`src/rtl/stop_and_wait_arq_sender_core_macros.svh`:
```
// Assertion macros for the stop-and-wait ARQ sender core.
`ifndef STOP_AND_WAIT_ARQ_SENDER_CORE_MACROS_SVH
`define STOP_AND_WAIT_ARQ_SENDER_CORE_MACROS_SVH
`ifndef NO_ASSERTIONS
// Same-cycle implication, checked outside reset
`define SAWARQ_CHECK(lbl, clk, rst_n, ante, cons, msg) \
	lbl: assert property (@(posedge clk) disable iff (!rst_n) (ante) |-> (cons)) else $error(msg);
// Next-cycle implication, checked outside reset
`define SAWARQ_CHECK_NEXT(lbl, clk, rst_n, ante, cons, msg) \
	lbl: assert property (@(posedge clk) disable iff (!rst_n) (ante) |=> (cons)) else $error(msg);
`else
`define SAWARQ_CHECK(lbl, clk, rst_n, ante, cons, msg)
`define SAWARQ_CHECK_NEXT(lbl, clk, rst_n, ante, cons, msg)
`endif
`endif

```
`src/rtl/sawarq_pkg.sv`:
```
// Shared types, codes and constants of the stop-and-wait ARQ sender.
`timescale 1ns / 1ps
package sawarq_pkg;

	localparam int SEQ_MOD_DEF   = 2;
	localparam int MAX_PAYLOAD   = 2048;
	localparam int PAY_SHIFT     = $clog2(MAX_PAYLOAD);
	localparam int IDX_W         = 22;
	localparam int TICK_W        = 33;
	localparam logic [31:0] TIMEOUT_RESET = 32'd1000;
	localparam logic [TICK_W-1:0] TICK_MAX = {TICK_W{1'b1}};

	// Request codes
	localparam logic [2:0] REQ_CONNECT    = 3'd0;
	localparam logic [2:0] REQ_START      = 3'd1;
	localparam logic [2:0] REQ_DISCONNECT = 3'd2;
	localparam logic [2:0] REQ_TICK       = 3'd3;
	localparam logic [2:0] REQ_PACKET     = 3'd4;

	// Received flag bit positions
	localparam int FLAG_SYN_BIT = 0;
	localparam int FLAG_ACK_BIT = 1;
	localparam int FLAG_FIN_BIT = 2;

	// Packet kinds
	localparam logic [2:0] KIND_SYN  = 3'd0;
	localparam logic [2:0] KIND_ACK  = 3'd1;
	localparam logic [2:0] KIND_DATA = 3'd2;
	localparam logic [2:0] KIND_END  = 3'd3;
	localparam logic [2:0] KIND_FIN  = 3'd4;

	// Status codes
	localparam logic [2:0] ST_IDLE          = 3'd0;
	localparam logic [2:0] ST_CONNECTING    = 3'd1;
	localparam logic [2:0] ST_CONNECTED     = 3'd2;
	localparam logic [2:0] ST_SENDING       = 3'd3;
	localparam logic [2:0] ST_DONE          = 3'd4;
	localparam logic [2:0] ST_DISCONNECTING = 3'd5;
	localparam logic [2:0] ST_CLOSED        = 3'd6;
	localparam logic [2:0] ST_FAILED        = 3'd7;

	typedef enum logic [11:0] {
		PH_IDLE         = 12'b0000_0000_0001,
		PH_SYN_WAIT     = 12'b0000_0000_0010,
		PH_SYN_LINGER   = 12'b0000_0000_0100,
		PH_CONNECTED    = 12'b0000_0000_1000,
		PH_DATA_WAIT    = 12'b0000_0001_0000,
		PH_END_WAIT     = 12'b0000_0010_0000,
		PH_DONE         = 12'b0000_0100_0000,
		PH_FIN_WAIT_ACK = 12'b0000_1000_0000,
		PH_FIN_WAIT_FIN = 12'b0001_0000_0000,
		PH_FIN_LINGER   = 12'b0010_0000_0000,
		PH_CLOSED       = 12'b0100_0000_0000,
		PH_FAILED       = 12'b1000_0000_0000
	} phase_t;

	typedef struct packed {
		logic [2:0]  req_type;
		logic [31:0] total_length;
		logic [3:0]  rx_flags;
		logic [7:0]  rx_ack;
		logic        rx_checksum_ok;
	} item_t;

	typedef struct packed {
		logic        send_valid;
		logic [2:0]  send_kind;
		logic [7:0]  send_seq;
		logic [20:0] packet_index;
		logic [31:0] byte_offset;
		logic [11:0] data_length;
		logic        retransmit;
		logic [2:0]  status;
	} result_t;

	// Map a phase onto the reported status
	function automatic logic [2:0] status_of(phase_t ph);
		logic [2:0] st;
		unique case (ph)
			PH_IDLE:         st = ST_IDLE;
			PH_SYN_WAIT:     st = ST_CONNECTING;
			PH_SYN_LINGER:   st = ST_CONNECTING;
			PH_CONNECTED:    st = ST_CONNECTED;
			PH_DATA_WAIT:    st = ST_SENDING;
			PH_END_WAIT:     st = ST_SENDING;
			PH_DONE:         st = ST_DONE;
			PH_FIN_WAIT_ACK: st = ST_DISCONNECTING;
			PH_FIN_WAIT_FIN: st = ST_DISCONNECTING;
			PH_FIN_LINGER:   st = ST_DISCONNECTING;
			PH_CLOSED:       st = ST_CLOSED;
			default:         st = ST_FAILED;
		endcase
		return st;
	endfunction

endpackage

```
`src/rtl/sawarq_fsm.sv`:
```
// Connection state machine, transfer counters and result builder of the ARQ sender.
`timescale 1ns / 1ps
module sawarq_fsm import sawarq_pkg::*; #(
	parameter int SEQ_MOD = SEQ_MOD_DEF
) (
	input  logic        clk,
	input  logic        arst_n,
	input  logic        fire,
	input  item_t       item,
	input  logic [31:0] timeout_ticks,
	output result_t     res
);

	localparam int SEQ_W = $clog2(SEQ_MOD);
	localparam logic [SEQ_W-1:0] SEQ_LAST = SEQ_W'(SEQ_MOD - 1);

	phase_t             phase_q, phase_d;
	logic [SEQ_W-1:0]   next_seq_q, next_seq_d;
	logic [SEQ_W-1:0]   stale_q, stale_d;
	logic [IDX_W-1:0]   cur_idx_q, cur_idx_d;
	logic [IDX_W-1:0]   pkt_cnt_q, pkt_cnt_d;
	logic [31:0]        len_q, len_d;
	logic [TICK_W-1:0]  tick_q, tick_d;

	logic [TICK_W-1:0]  tick_inc;
	logic               to_hit;
	logic               linger_hit;
	logic [IDX_W-1:0]   cnt_calc;
	logic [SEQ_W-1:0]   seq_inc;
	logic [SEQ_W-1:0]   stale_inc;
	logic [SEQ_W-1:0]   seq_prev;
	logic [IDX_W-1:0]   d_idx;
	logic [IDX_W-1:0]   d_cnt;
	logic [31:0]        d_len;
	logic [TICK_W-1:0]  d_off;
	logic [TICK_W-1:0]  d_rem;
	logic [11:0]        d_bytes;
	logic               d_end;
	logic               good;

	// Saturating timer step and its two thresholds
	assign tick_inc   = (tick_q == TICK_MAX) ? tick_q : tick_q + TICK_W'(1);
	assign to_hit     = tick_inc >= TICK_W'(timeout_ticks);
	assign linger_hit = tick_inc > {timeout_ticks, 1'b0};

	// Packet count of a new transfer, rounded up
	assign cnt_calc = IDX_W'((TICK_W'(item.total_length) + TICK_W'(MAX_PAYLOAD - 1)) >> PAY_SHIFT);

	// Sequence arithmetic modulo SEQ_MOD
	assign seq_inc   = (next_seq_q == SEQ_LAST) ? '0 : next_seq_q + SEQ_W'(1);
	assign stale_inc = (stale_q == SEQ_LAST) ? '0 : stale_q + SEQ_W'(1);
	assign seq_prev  = (next_seq_q == '0) ? SEQ_LAST : next_seq_q - SEQ_W'(1);

	assign good = item.rx_checksum_ok;

	// Select the packet that a DATA send would describe
	always_comb begin
		unique case (item.req_type)
			REQ_START: begin
				d_idx = '0;
				d_cnt = cnt_calc;
				d_len = item.total_length;
			end
			REQ_PACKET: begin
				d_idx = cur_idx_q + IDX_W'(1);
				d_cnt = pkt_cnt_q;
				d_len = len_q;
			end
			default: begin
				d_idx = cur_idx_q;
				d_cnt = pkt_cnt_q;
				d_len = len_q;
			end
		endcase
	end

	// Offset and payload size of that packet
	assign d_off   = {d_idx[IDX_W-1-(TICK_W-IDX_W-PAY_SHIFT+PAY_SHIFT-PAY_SHIFT):0],
		{PAY_SHIFT{1'b0}}} ;
	assign d_rem   = TICK_W'(d_len) - d_off;
	assign d_bytes = (d_off >= TICK_W'(d_len)) ? 12'd0 :
		(d_rem > TICK_W'(MAX_PAYLOAD)) ? 12'(MAX_PAYLOAD) : d_rem[11:0];
	assign d_end   = d_idx >= d_cnt;

	// Next state and result for one request
	always_comb begin
		phase_d    = phase_q;
		next_seq_d = next_seq_q;
		stale_d    = stale_q;
		cur_idx_d  = cur_idx_q;
		pkt_cnt_d  = pkt_cnt_q;
		len_d      = len_q;
		tick_d     = tick_q;
		res        = '0;

		unique case (item.req_type)
			REQ_CONNECT: begin
				if (phase_q == PH_IDLE || phase_q == PH_CLOSED || phase_q == PH_FAILED) begin
					next_seq_d     = '0;
					stale_d        = SEQ_W'(1);
					tick_d         = '0;
					phase_d        = PH_SYN_WAIT;
					res.send_valid = 1'b1;
					res.send_kind  = KIND_SYN;
				end
			end
			REQ_START: begin
				if (phase_q == PH_CONNECTED || phase_q == PH_DONE) begin
					len_d          = item.total_length;
					pkt_cnt_d      = cnt_calc;
					cur_idx_d      = '0;
					tick_d         = '0;
					res.send_valid = 1'b1;
					if (d_end) begin
						phase_d       = PH_END_WAIT;
						res.send_kind = KIND_END;
					end else begin
						phase_d          = PH_DATA_WAIT;
						next_seq_d       = seq_inc;
						res.send_kind    = KIND_DATA;
						res.send_seq     = 8'(next_seq_q);
						res.packet_index = d_idx[20:0];
						res.byte_offset  = d_off[31:0];
						res.data_length  = d_bytes;
					end
				end
			end
			REQ_DISCONNECT: begin
				if (phase_q == PH_CONNECTED || phase_q == PH_DONE) begin
					tick_d         = '0;
					phase_d        = PH_FIN_WAIT_ACK;
					res.send_valid = 1'b1;
					res.send_kind  = KIND_FIN;
				end
			end
			REQ_TICK: begin
				unique case (phase_q)
					PH_SYN_WAIT, PH_END_WAIT, PH_FIN_WAIT_ACK: begin
						tick_d = tick_inc;
						if (to_hit) begin
							tick_d         = '0;
							res.send_valid = 1'b1;
							res.retransmit = 1'b1;
							res.send_kind  = (phase_q == PH_SYN_WAIT) ? KIND_SYN :
								(phase_q == PH_END_WAIT) ? KIND_END : KIND_FIN;
						end
					end
					PH_DATA_WAIT: begin
						tick_d = tick_inc;
						if (to_hit) begin
							tick_d           = '0;
							res.send_valid   = 1'b1;
							res.retransmit   = 1'b1;
							res.send_kind    = KIND_DATA;
							res.send_seq     = 8'(seq_prev);
							res.packet_index = d_idx[20:0];
							res.byte_offset  = d_off[31:0];
							res.data_length  = d_bytes;
						end
					end
					PH_SYN_LINGER: begin
						tick_d = tick_inc;
						if (linger_hit)
							phase_d = PH_CONNECTED;
					end
					PH_FIN_LINGER: begin
						tick_d = tick_inc;
						if (linger_hit)
							phase_d = PH_CLOSED;
					end
					default: begin
					end
				endcase
			end
			REQ_PACKET: begin
				unique case (phase_q)
					PH_SYN_WAIT: begin
						if (item.rx_flags[FLAG_ACK_BIT] && good && item.rx_flags[FLAG_SYN_BIT]) begin
							tick_d         = '0;
							phase_d        = PH_SYN_LINGER;
							res.send_valid = 1'b1;
							res.send_kind  = KIND_ACK;
						end else begin
							phase_d = PH_FAILED;
						end
					end
					PH_SYN_LINGER, PH_FIN_LINGER: begin
						tick_d         = '0;
						res.send_valid = 1'b1;
						res.send_kind  = KIND_ACK;
						res.retransmit = 1'b1;
					end
					PH_DATA_WAIT: begin
						if (item.rx_ack != 8'(stale_q) && good) begin
							stale_d        = stale_inc;
							cur_idx_d      = d_idx;
							tick_d         = '0;
							res.send_valid = 1'b1;
							if (d_end) begin
								phase_d       = PH_END_WAIT;
								res.send_kind = KIND_END;
							end else begin
								next_seq_d       = seq_inc;
								res.send_kind    = KIND_DATA;
								res.send_seq     = 8'(next_seq_q);
								res.packet_index = d_idx[20:0];
								res.byte_offset  = d_off[31:0];
								res.data_length  = d_bytes;
							end
						end
					end
					PH_END_WAIT: begin
						phase_d = PH_DONE;
					end
					PH_FIN_WAIT_ACK: begin
						phase_d = (item.rx_flags[FLAG_ACK_BIT] && good) ? PH_FIN_WAIT_FIN : PH_FAILED;
					end
					PH_FIN_WAIT_FIN: begin
						if (item.rx_flags[FLAG_FIN_BIT] && good) begin
							tick_d         = '0;
							phase_d        = PH_FIN_LINGER;
							res.send_valid = 1'b1;
							res.send_kind  = KIND_ACK;
						end else begin
							phase_d = PH_FAILED;
						end
					end
					default: begin
					end
				endcase
			end
			default: begin
			end
		endcase

		res.status = status_of(phase_d);
	end

	// Commit state for each processed request
	always_ff @(posedge clk or negedge arst_n) begin
		if (!arst_n) begin
			phase_q    <= PH_IDLE;
			next_seq_q <= '0;
			stale_q    <= SEQ_W'(1);
			cur_idx_q  <= '0;
			pkt_cnt_q  <= '0;
			len_q      <= '0;
			tick_q     <= '0;
		end else if (fire) begin
			phase_q    <= phase_d;
			next_seq_q <= next_seq_d;
			stale_q    <= stale_d;
			cur_idx_q  <= cur_idx_d;
			pkt_cnt_q  <= pkt_cnt_d;
			len_q      <= len_d;
			tick_q     <= tick_d;
		end
	end

endmodule

```
`src/rtl/stop_and_wait_arq_sender_core.sv`:
```
// Top level of the stop-and-wait ARQ sender: request and result registers, timeout register.
//
// Usage: requests (connect, start transfer, disconnect, timer tick, packet
// received) enter on the in channel (in_valid / in_stall) and each one gives
// exactly one result on the out channel (out_valid / out_stall). A result
// says whether a packet must be sent (SYN, ACK, DATA, END or FIN), the
// numbering of a DATA packet, and the link status after the request.
// timeout_ticks is written through cfg_write / cfg_data, by the user only while
// no request is in flight (the block does not enforce this); it resets to 1000.
// A request passes the request register and then the result register
// before its result is on out; a stall on out can hold it between them.
// Throughput: one request per cycle while out_stall holds no result, set by
// the state update between the request register and the result register.
// Reset clears the link to idle, both pipeline registers to empty and the
// timeout to 1000. When the receiver stalls, the result register holds its
// result; one further request is still taken into the request register,
// after which in_stall rises until the result is taken.
`timescale 1ns / 1ps
`include "stop_and_wait_arq_sender_core_macros.svh"
module stop_and_wait_arq_sender_core import sawarq_pkg::*; #(
	parameter int SEQ_MOD = SEQ_MOD_DEF
) (
	input  logic        clk,
	input  logic        arst_n,
	input  logic        cfg_write,
	input  logic [31:0] cfg_data,
	input  logic        in_valid,
	output logic        in_stall,
	input  logic [2:0]  req_type,
	input  logic [31:0] total_length,
	input  logic [3:0]  rx_flags,
	input  logic [7:0]  rx_ack,
	input  logic        rx_checksum_ok,
	output logic        out_valid,
	input  logic        out_stall,
	output logic        send_valid,
	output logic [2:0]  send_kind,
	output logic [7:0]  send_seq,
	output logic [20:0] packet_index,
	output logic [31:0] byte_offset,
	output logic [11:0] data_length,
	output logic        retransmit,
	output logic [2:0]  status
);

	logic [31:0] timeout_q;
	logic        req_valid_s1;
	item_t       req_s1;
	logic        res_valid_s2;
	result_t     res_s2;
	result_t     res_d;
	logic        advance;

	// Hold the timeout register
	always_ff @(posedge clk or negedge arst_n) begin
		if (!arst_n)
			timeout_q <= TIMEOUT_RESET;
		else if (cfg_write)
			timeout_q <= cfg_data;
	end

	// Advance when the result register is empty or being taken
	assign advance  = !res_valid_s2 || !out_stall;
	assign in_stall = req_valid_s1 && !advance;

	// Request register
	always_ff @(posedge clk or negedge arst_n) begin
		if (!arst_n)
			req_valid_s1 <= 1'b0;
		else if (!in_stall)
			req_valid_s1 <= in_valid;
	end

	always_ff @(posedge clk) begin
		if (in_valid && !in_stall) begin
			req_s1.req_type       <= req_type;
			req_s1.total_length   <= total_length;
			req_s1.rx_flags       <= rx_flags;
			req_s1.rx_ack         <= rx_ack;
			req_s1.rx_checksum_ok <= rx_checksum_ok;
		end
	end

	sawarq_fsm #(
		.SEQ_MOD(SEQ_MOD)
	) u_fsm (
		.clk           (clk),
		.arst_n        (arst_n),
		.fire          (req_valid_s1 && advance),
		.item          (req_s1),
		.timeout_ticks (timeout_q),
		.res           (res_d)
	);

	// Result register
	always_ff @(posedge clk or negedge arst_n) begin
		if (!arst_n)
			res_valid_s2 <= 1'b0;
		else if (advance)
			res_valid_s2 <= req_valid_s1;
	end

	always_ff @(posedge clk) begin
		if (advance && req_valid_s1)
			res_s2 <= res_d;
	end

	assign out_valid    = res_valid_s2;
	assign send_valid   = res_s2.send_valid;
	assign send_kind    = res_s2.send_kind;
	assign send_seq     = res_s2.send_seq;
	assign packet_index = res_s2.packet_index;
	assign byte_offset  = res_s2.byte_offset;
	assign data_length  = res_s2.data_length;
	assign retransmit   = res_s2.retransmit;
	assign status       = res_s2.status;

	// A request waiting behind a stalled result is kept
	`SAWARQ_CHECK_NEXT(a_req_kept, clk, arst_n, req_valid_s1 && res_valid_s2 && out_stall, req_valid_s1, "request lost behind stalled result")
	// No send means kind, seq, offset, length and retransmit are clear
	`SAWARQ_CHECK(a_idle_fields, clk, arst_n, res_valid_s2 && !res_s2.send_valid, res_s2.send_kind == KIND_SYN && res_s2.send_seq == 8'd0 && res_s2.byte_offset == 32'd0 && res_s2.data_length == 12'd0 && !res_s2.retransmit, "fields set without a send")
	// Only DATA packets carry numbering
	`SAWARQ_CHECK(a_ctrl_fields, clk, arst_n, res_valid_s2 && res_s2.send_valid && res_s2.send_kind != KIND_DATA, res_s2.send_seq == 8'd0 && res_s2.packet_index == 21'd0 && res_s2.byte_offset == 32'd0 && res_s2.data_length == 12'd0, "numbering on a control packet")
	// Payload never exceeds the packet size
	`SAWARQ_CHECK(a_len_max, clk, arst_n, res_valid_s2, res_s2.data_length <= 12'(MAX_PAYLOAD), "payload too long")

endmodule
```
`config.mk`:
```
export PLATFORM = sky130hd
export DESIGN_NAME = stop_and_wait_arq_sender_core
export DESIGN_NICKNAME = d
export VERILOG_FILES = /design/src/rtl/sawarq_pkg.sv /design/src/rtl/sawarq_fsm.sv /design/src/rtl/stop_and_wait_arq_sender_core.sv
export VERILOG_INCLUDE_DIRS = /design/src /design/src/rtl
export SDC_FILE = /design/constraint.sdc
export NUM_CORES = 1
export LEC_CHECK = 0
export BUFFER_PORTS_ARGS = -buffer_cell sky130_fd_sc_hd__buf_2
export CORE_AREA = 5 5 183 185
export CTS_CLUSTER_DIAMETER = 200
export DETAILED_ROUTE_END_ITERATION = 8
export DIE_AREA = 0 0 188 190
export GPL_TIMING_DRIVEN = 1
export PLACE_DENSITY = 0.72
export SETUP_SLACK_MARGIN = 0.15
export SYNTH_ARGS = -nofsm -noshare
export SYNTH_HDL_FRONTEND = slang
export SYNTH_HIERARCHICAL = 1
export SYNTH_SLANG_ARGS = --single-unit
```
`constraint.sdc`:
```
create_clock -name clk -period 17.9 [get_ports clk]
set_input_delay 3.58 -clock clk [delete_from_list [all_inputs] [get_ports clk]]
set_output_delay 3.58 -clock clk [all_outputs]
set_load 0.02 [all_outputs]
```
==> flow_summary.toml, run 1 <==
[final_layout]
fin_cells = 2278
nets = 2038
final.fill_count = 2744
finish.instance_area_um2 = 19100
drive_gt1_share_pct = 18.2
final_common_cell = "nand2_1"
final_cell_mix = "nand2_1, buf_2, dfrtp_1"
area_growth_pct = 11.7

[hold_path]
hold_start = "u_fsm/pkt_cnt_q[0]"
hold_end = "u_fsm/pkt_cnt_q[0]"
holdPathStages = 2
min_path_type = "register to register"

[detailed_routing]
first_iter_violations = 880
wl_per_cell_um = 17.4
first_pass_iters = 5
drt_drc_violations_left = 0
num_vias = 13000
avgViaCountPerCell = 5.71
wl_um = 39700
postRouteAntennaNets = 0

[placed_design]
placed_area_um2 = 18000
routabilityCongestion = 0.909
io_buffers = 166
hpwl_um = 29100
post-place-cells = 2219

[setup_path]
worstRegToRegCells = 24
rr_startpoint = "req_s1[46]"
r2r_slack_ns = 10.64
path_common_cell = "buf_2"
path_delay_family = "buffers and inverters"
critPathMaxFanout = 3
path_class = "input port to primary output"
endpoint_kind = "primary output"
crit_arrival_ns = 4.03
path_buf_inv = 3
cp_data_required_time_ns = 14.32
worstSetupStartpointType = "input port"
max_stage_delay_ns = 0.15
cpMaxStageDelayCell = "buf_2"
r2r_end = "status[1]"
path_cells = "buf_2 > nand3_1 > inv_1 > buf_2"

[sta]
hold_ws_ns = 0.479
rsz0062_at_grt = "no"
worst_pin_slew_ns = 1.12
tns_ns = 0
worst_slew_margin_rel_pct = 25.1
worst_clock_skew_ns = 0.0153
hold_violations = 0
drv_slew = 0
min_period_over_period_pct = 42.5
max_clock_freq_mhz = 131
fin_crit_ns = 7.61
finalSetupViolCount = 0

[grt]
grt_start_max_net_pins = 94
track_usage_pct = 21.8
grt_pass1_vias = 12900
grt_antenna_before_repair = 7
grt.overflow.total = 0
grt_pass1_wl_um = 65300

[power]
leakage_nw = 8.66
p_switching_w = 0.000443
p_clk_share_pct = 40.3
swShare_pct = 26.3
pwr-share-comb_pct = 14.6
powerDensity_nw_per_um2 = 88.3
ir_worst_vdd_v = 0.0000626
power_w = 0.00169
seqPwrFrac_pct = 45.1
p_int_w = 0.00124

[floorplan]
die_w_um = 188
core_um2 = 31900
dieArea_um2 = 35700
initial_core_util_pct = 53.6
rows = 66
io_pins = 168
die_h_um = 190

[clocking]
clk_latency_ns = 0.55
cts_max_path_buffers = 3
cts_tree = "built"
cts_buffers = 30
cts.sinks = 285
h-tree-depth = 1
root_buffer = "clkbuf_16"
postCtsHoldBufs = 0
cts_setup_buffers = 0
cts_resized = 0
clk_pin_slew_ns = 0.06

[run_status]
status = "finished, final reports clean"

[synth]
yosys_warnings = 6
synth.avg_cell_area_um2 = 9.90
postSynthCellCount = 1727
netlist_area_um2 = 17100

[flow_run]
cap_violations = 0
==> sequential cells by signal, summed over array words and instances (netlist names), 12 cells and up <==
| name | cells |
|---|---|
| req_s1 | 47 |
| u_fsm/tick_q | 33 |
| byte_offset | 32 |
| timeout_q | 32 |
| u_fsm/len_q | 32 |
| u_fsm/cur_idx_q | 22 |
| u_fsm/pkt_cnt_q | 22 |
| packet_index | 21 |
| data_length | 12 |
| u_fsm/phase_q | 12 |
==> cell type report <==
cell class / count / area [µm²] / area share [%]
multi-input cells: 1258 / 8440 / 44.2
well taps: 408 / 510 / 2.67
inverters: 91 / 342 / 1.79
repair buffers: 177 / 920 / 4.82
clock buffers: 36 / 815 / 4.27
clock inverters: 20 / 284 / 1.49
flip-flops and latches: 285 / 7780 / 40.8
diodes: 3 / 7.51 / 0.0393
==> per-stage QoR <==
step	setup WS, ns	util (%)
floorplan	6.72	-
global placement	10.29	56.4
detailed placement	10.28	56.4
CTS	10.28	59.9
global route	10.14	59.9
finish	10.29	59.9
==> worst reg2reg max path: stages (launching register included) <==
cell and delay, ns:
edfxtp_1 0.59, or2_1 0.41, nor2_1 0.56, buf_4 0.29, nand4_1 0.18, inv_1 0.09, nand3_1 0.18, nor2_1 0.18
and2_1 0.23, nand3_1 0.14, or2_0 0.24, mux2_2 0.29, inv_1 0.06, ha_1 0.27, nand2_1 0.08, nor4_1 0.59
o2111ai_1 0.39, nand3_1 0.39, a21oi_2 0.24, o31ai_2 0.58, nand4_1 0.29, a21oi_1 0.27, o211ai_1 0.13, a21boi_1 0.21
o2bb2ai_1 0.10
==> how the worst max path moves through the flow <==
stage | cells after the start | slack [ns] | from | end
floorplan | 8 | 6.72 | out_stall | u_fsm/tick_q[20]
global placement | 4 | 10.29 | out_stall | in_stall
detailed placement | 4 | 10.28 | out_stall | in_stall
CTS | 4 | 10.28 | out_stall | in_stall
global route | 24 | 10.14 | req_s1[46] | status[1]
finish | 4 | 10.29 | out_stall | in_stall
==> power groups by stage <==
stage	logic, W	clock network, W	registers [W]
detailed placement	0.000243	0	0.000772
floorplan	0.000177	0	0.000770
global placement	0.000237	0	0.000771
global route	0.000272	0.000723	0.000765
CTS	0.000245	0.000696	0.000760
finish	0.000246	0.000679	0.000760
==> metal layers <==
metal  global-route usage [%]  share of wire, %
met2                     35.7                46
met3                     3.69               5.8
met4                     5.08               1.8
met5                        0              0.12
met1                     30.5                46
Power figures use the tool's default switching activity.
==> run 2: changes to the inputs <==
--- a/config.mk
+++ b/config.mk
@@ -12,7 +12,7 @@
 export DETAILED_ROUTE_END_ITERATION = 8
 export DIE_AREA = 0 0 188 190
 export GPL_TIMING_DRIVEN = 1
-export PLACE_DENSITY = 0.72
+export PLACE_DENSITY = 0.75
 export SETUP_SLACK_MARGIN = 0.15
 export SYNTH_ARGS = -nofsm -noshare
 export SYNTH_HDL_FRONTEND = slang
==> constraint.sdc (replaced) <==
create_clock -name clk -period 7 [get_ports clk]
set_input_delay 1.4 -clock clk [delete_from_list [all_inputs] [get_ports clk]]
set_output_delay 1.4 -clock clk [all_outputs]
set_load 0.02 [all_outputs]
==> run 2 against run 1 <==
Compared with the run above:
- die area did not move
- clock skew fell by 0.0050 ns
- final cell count rose by 0.44%
- via count rose by 1.6%
- register-to-register slack got worse by 9.9 ns
- clock power rose by 130%
==> flow_summary.toml, run 2 (synthesized netlist as in run 1, its figures left out) <==
[final_layout]
top_register = "req_s1"
final_cell_mix = "nand2_1, buf_2, dfrtp_1"
reg.largest.list = "req_s1: 47 flops, u_fsm/tick_q: 33 flops"
largest_reg_flops = 47
nets = 2050
final_common_cell = "nand2_1"
drive_gt1_share_pct = 18.4
utilization_pct = 59.8
antenna_cells_inserted = 0
area_growth_pct = 11.5

[placed_design]
io_buffers = 166
routabilityCongestion = 0.908
pre_cts_slack_ns = 0.681
hpwl_um = 29600

[setup_path]
path_delay_family = "simple AND/OR/NAND/NOR gates"
critPathMaxFanout = 9
cp_data_required_time_ns = 7.30
worstRegToRegCells = 21
cpMaxStageDelayCell = "nor4_1"
crit_cells = 21
endpoint_kind = "register"
max_stage_delay_ns = 0.62
path_cells = "and4_1 > and3_1 > nand4_2 > and4_1 > nand2_1 > nor3_1 > nand3_1 > nor2_1 > xnor2_1 > ha_1 > nand4_1 > nor4_1 > inv_1 > a31oi_1 > o21ai_2 > o32ai_2 > nand4_1 > nor3_1 > a32oi_1 > a21boi_1 > o2bb2ai_1"
path_class = "register to register"
worstSetupStartpointType = "register"
crit_arrival_ns = 6.57
path_buf_inv = 1

[sta]
tns_ns = 0
worst_pin_slew_ns = 1.02
fin_crit_ns = 6.26
drv_slew = 0
worst_slew_margin_rel_pct = 32.2
max_clock_freq_mhz = 160
setup_ws_ns = 0.735
finalSetupViolCount = 0
rsz0062_at_grt = "no"
worst_clock_skew_ns = 0.0102
min_period_over_period_pct = 89.5
hold_violations = 0

[floorplan]
core_um2 = 31900
die_w_um = 188
initial_core_util_pct = 53.6
rows = 66
die_h_um = 190
dieArea_um2 = 35700
io_pins = 168

[grt]
grt_start_max_net_pins = 97
grt.overflow.total = 0
grt_pass1_wl_um = 65900
grt_antenna_before_repair = 4
track_usage_pct = 22.1
grt_pass1_vias = 13000

[detailed_routing]
first_pass_iters = 5
drt_drc_violations_left = 0
avgViaCountPerCell = 5.78
postRouteAntennaNets = 0
wl_per_cell_um = 17.5
wl_um = 40000
first_iter_violations = 994
num_vias = 13200

[power]
ir_worst_vdd_v = 0.000161
powerDensity_nw_per_um2 = 217
leakage_nw = 8.66

[clocking]
cts.sinks = 285
clk_latency_ns = 0.56
cts_tree = "built"
cts_buffers = 31
root_buffer = "clkbuf_16"
cts_max_path_buffers = 3
clk_pin_slew_ns = 0.06
h-tree-depth = 1
cts_setup_buffers = 0

[flow_run]
cap_violations = 0

[hold_path]
holdPathStages = 2
min_path_type = "register to register"

[run_status]
status = "finished, final reports clean"
run 2: changes by cell type in the layout (fill, tap and decap cells not counted), moves of 2 or more:
cell        change
buf_4          +10
bufinv_16       -5
clkbuf_8        -2
clkinv_1        +7
clkinvlp_4      -3
diode_2         -3
inv_6           +3
run 2: tightest hold or removal path: cells and delay by family (launching register included):
kind,cells,cell delay (ns)
AOI/OAI and AO/OA,1,0.06
DFF,1,0.34
and+or+nand+nor,1,0.05
run 2: routing by layer:
metal | share of wire [%] | vias up | global-route usage, %
met5 | 0.12 | - | 0
met4 | 2.2 | 8 | 5.76
met3 | 7.1 | 70 | 4.07
met2 | 46 | 427 | 36.3
met1 | 45 | 6273 | 30.4
li1 | - | 6436 | -
run 2: power by group:
| part | switching, W | internal [W] |
|---|---|---|
| logic | 0.000391 | 0.000254 |
| clock network | 0.000669 | 0.000883 |
| registers | 0.0000911 | 0.00185 |
| total | 0.00115 | 0.00299 |
run 2: path summary, 6_finish.rpt:
check                      slack [ns]                   to                start
max                              0.74            status[1]      u_fsm/tick_q[4]
min                              0.48  u_fsm/pkt_cnt_q[18]  u_fsm/pkt_cnt_q[18]
max reg2reg                      0.74            status[1]      u_fsm/tick_q[4]
min reg2reg                      0.48  u_fsm/pkt_cnt_q[18]  u_fsm/pkt_cnt_q[18]
max in group asynchronous        4.69      u_fsm/len_q[19]               arst_n
min in group asynchronous        0.95        timeout_q[18]               arst_n
run 2: final cells by class:
type,count,area (µm²)
well taps,408,510
inverters,91,342
multi-input cells,1258,8440
clock buffers,34,787
repair buffers,188,1010
clock inverters,24,178
flip-flops and latches,285,7780
fillers,2741,12800
run 2: per-stage QoR:
step                      cell area [µm²]  total power, W  std cells  hold WS [ns]
after global placement              18100         0.00259       2230         0.461
final                               19100         0.00414       2288         0.480
after floorplan                     17200         0.00242       1744         0.443
after detailed placement            18100         0.00261       2230         0.470
after global routing                19100         0.00433       2288         0.498
after CTS                           19000         0.00418       2288         0.484
run 2: timing repair:
item | in CTS | in global routing
hold buffers | 0 | 0
resized for setup | 0 | 1
endpoints found under the setup margin | 0 | 2
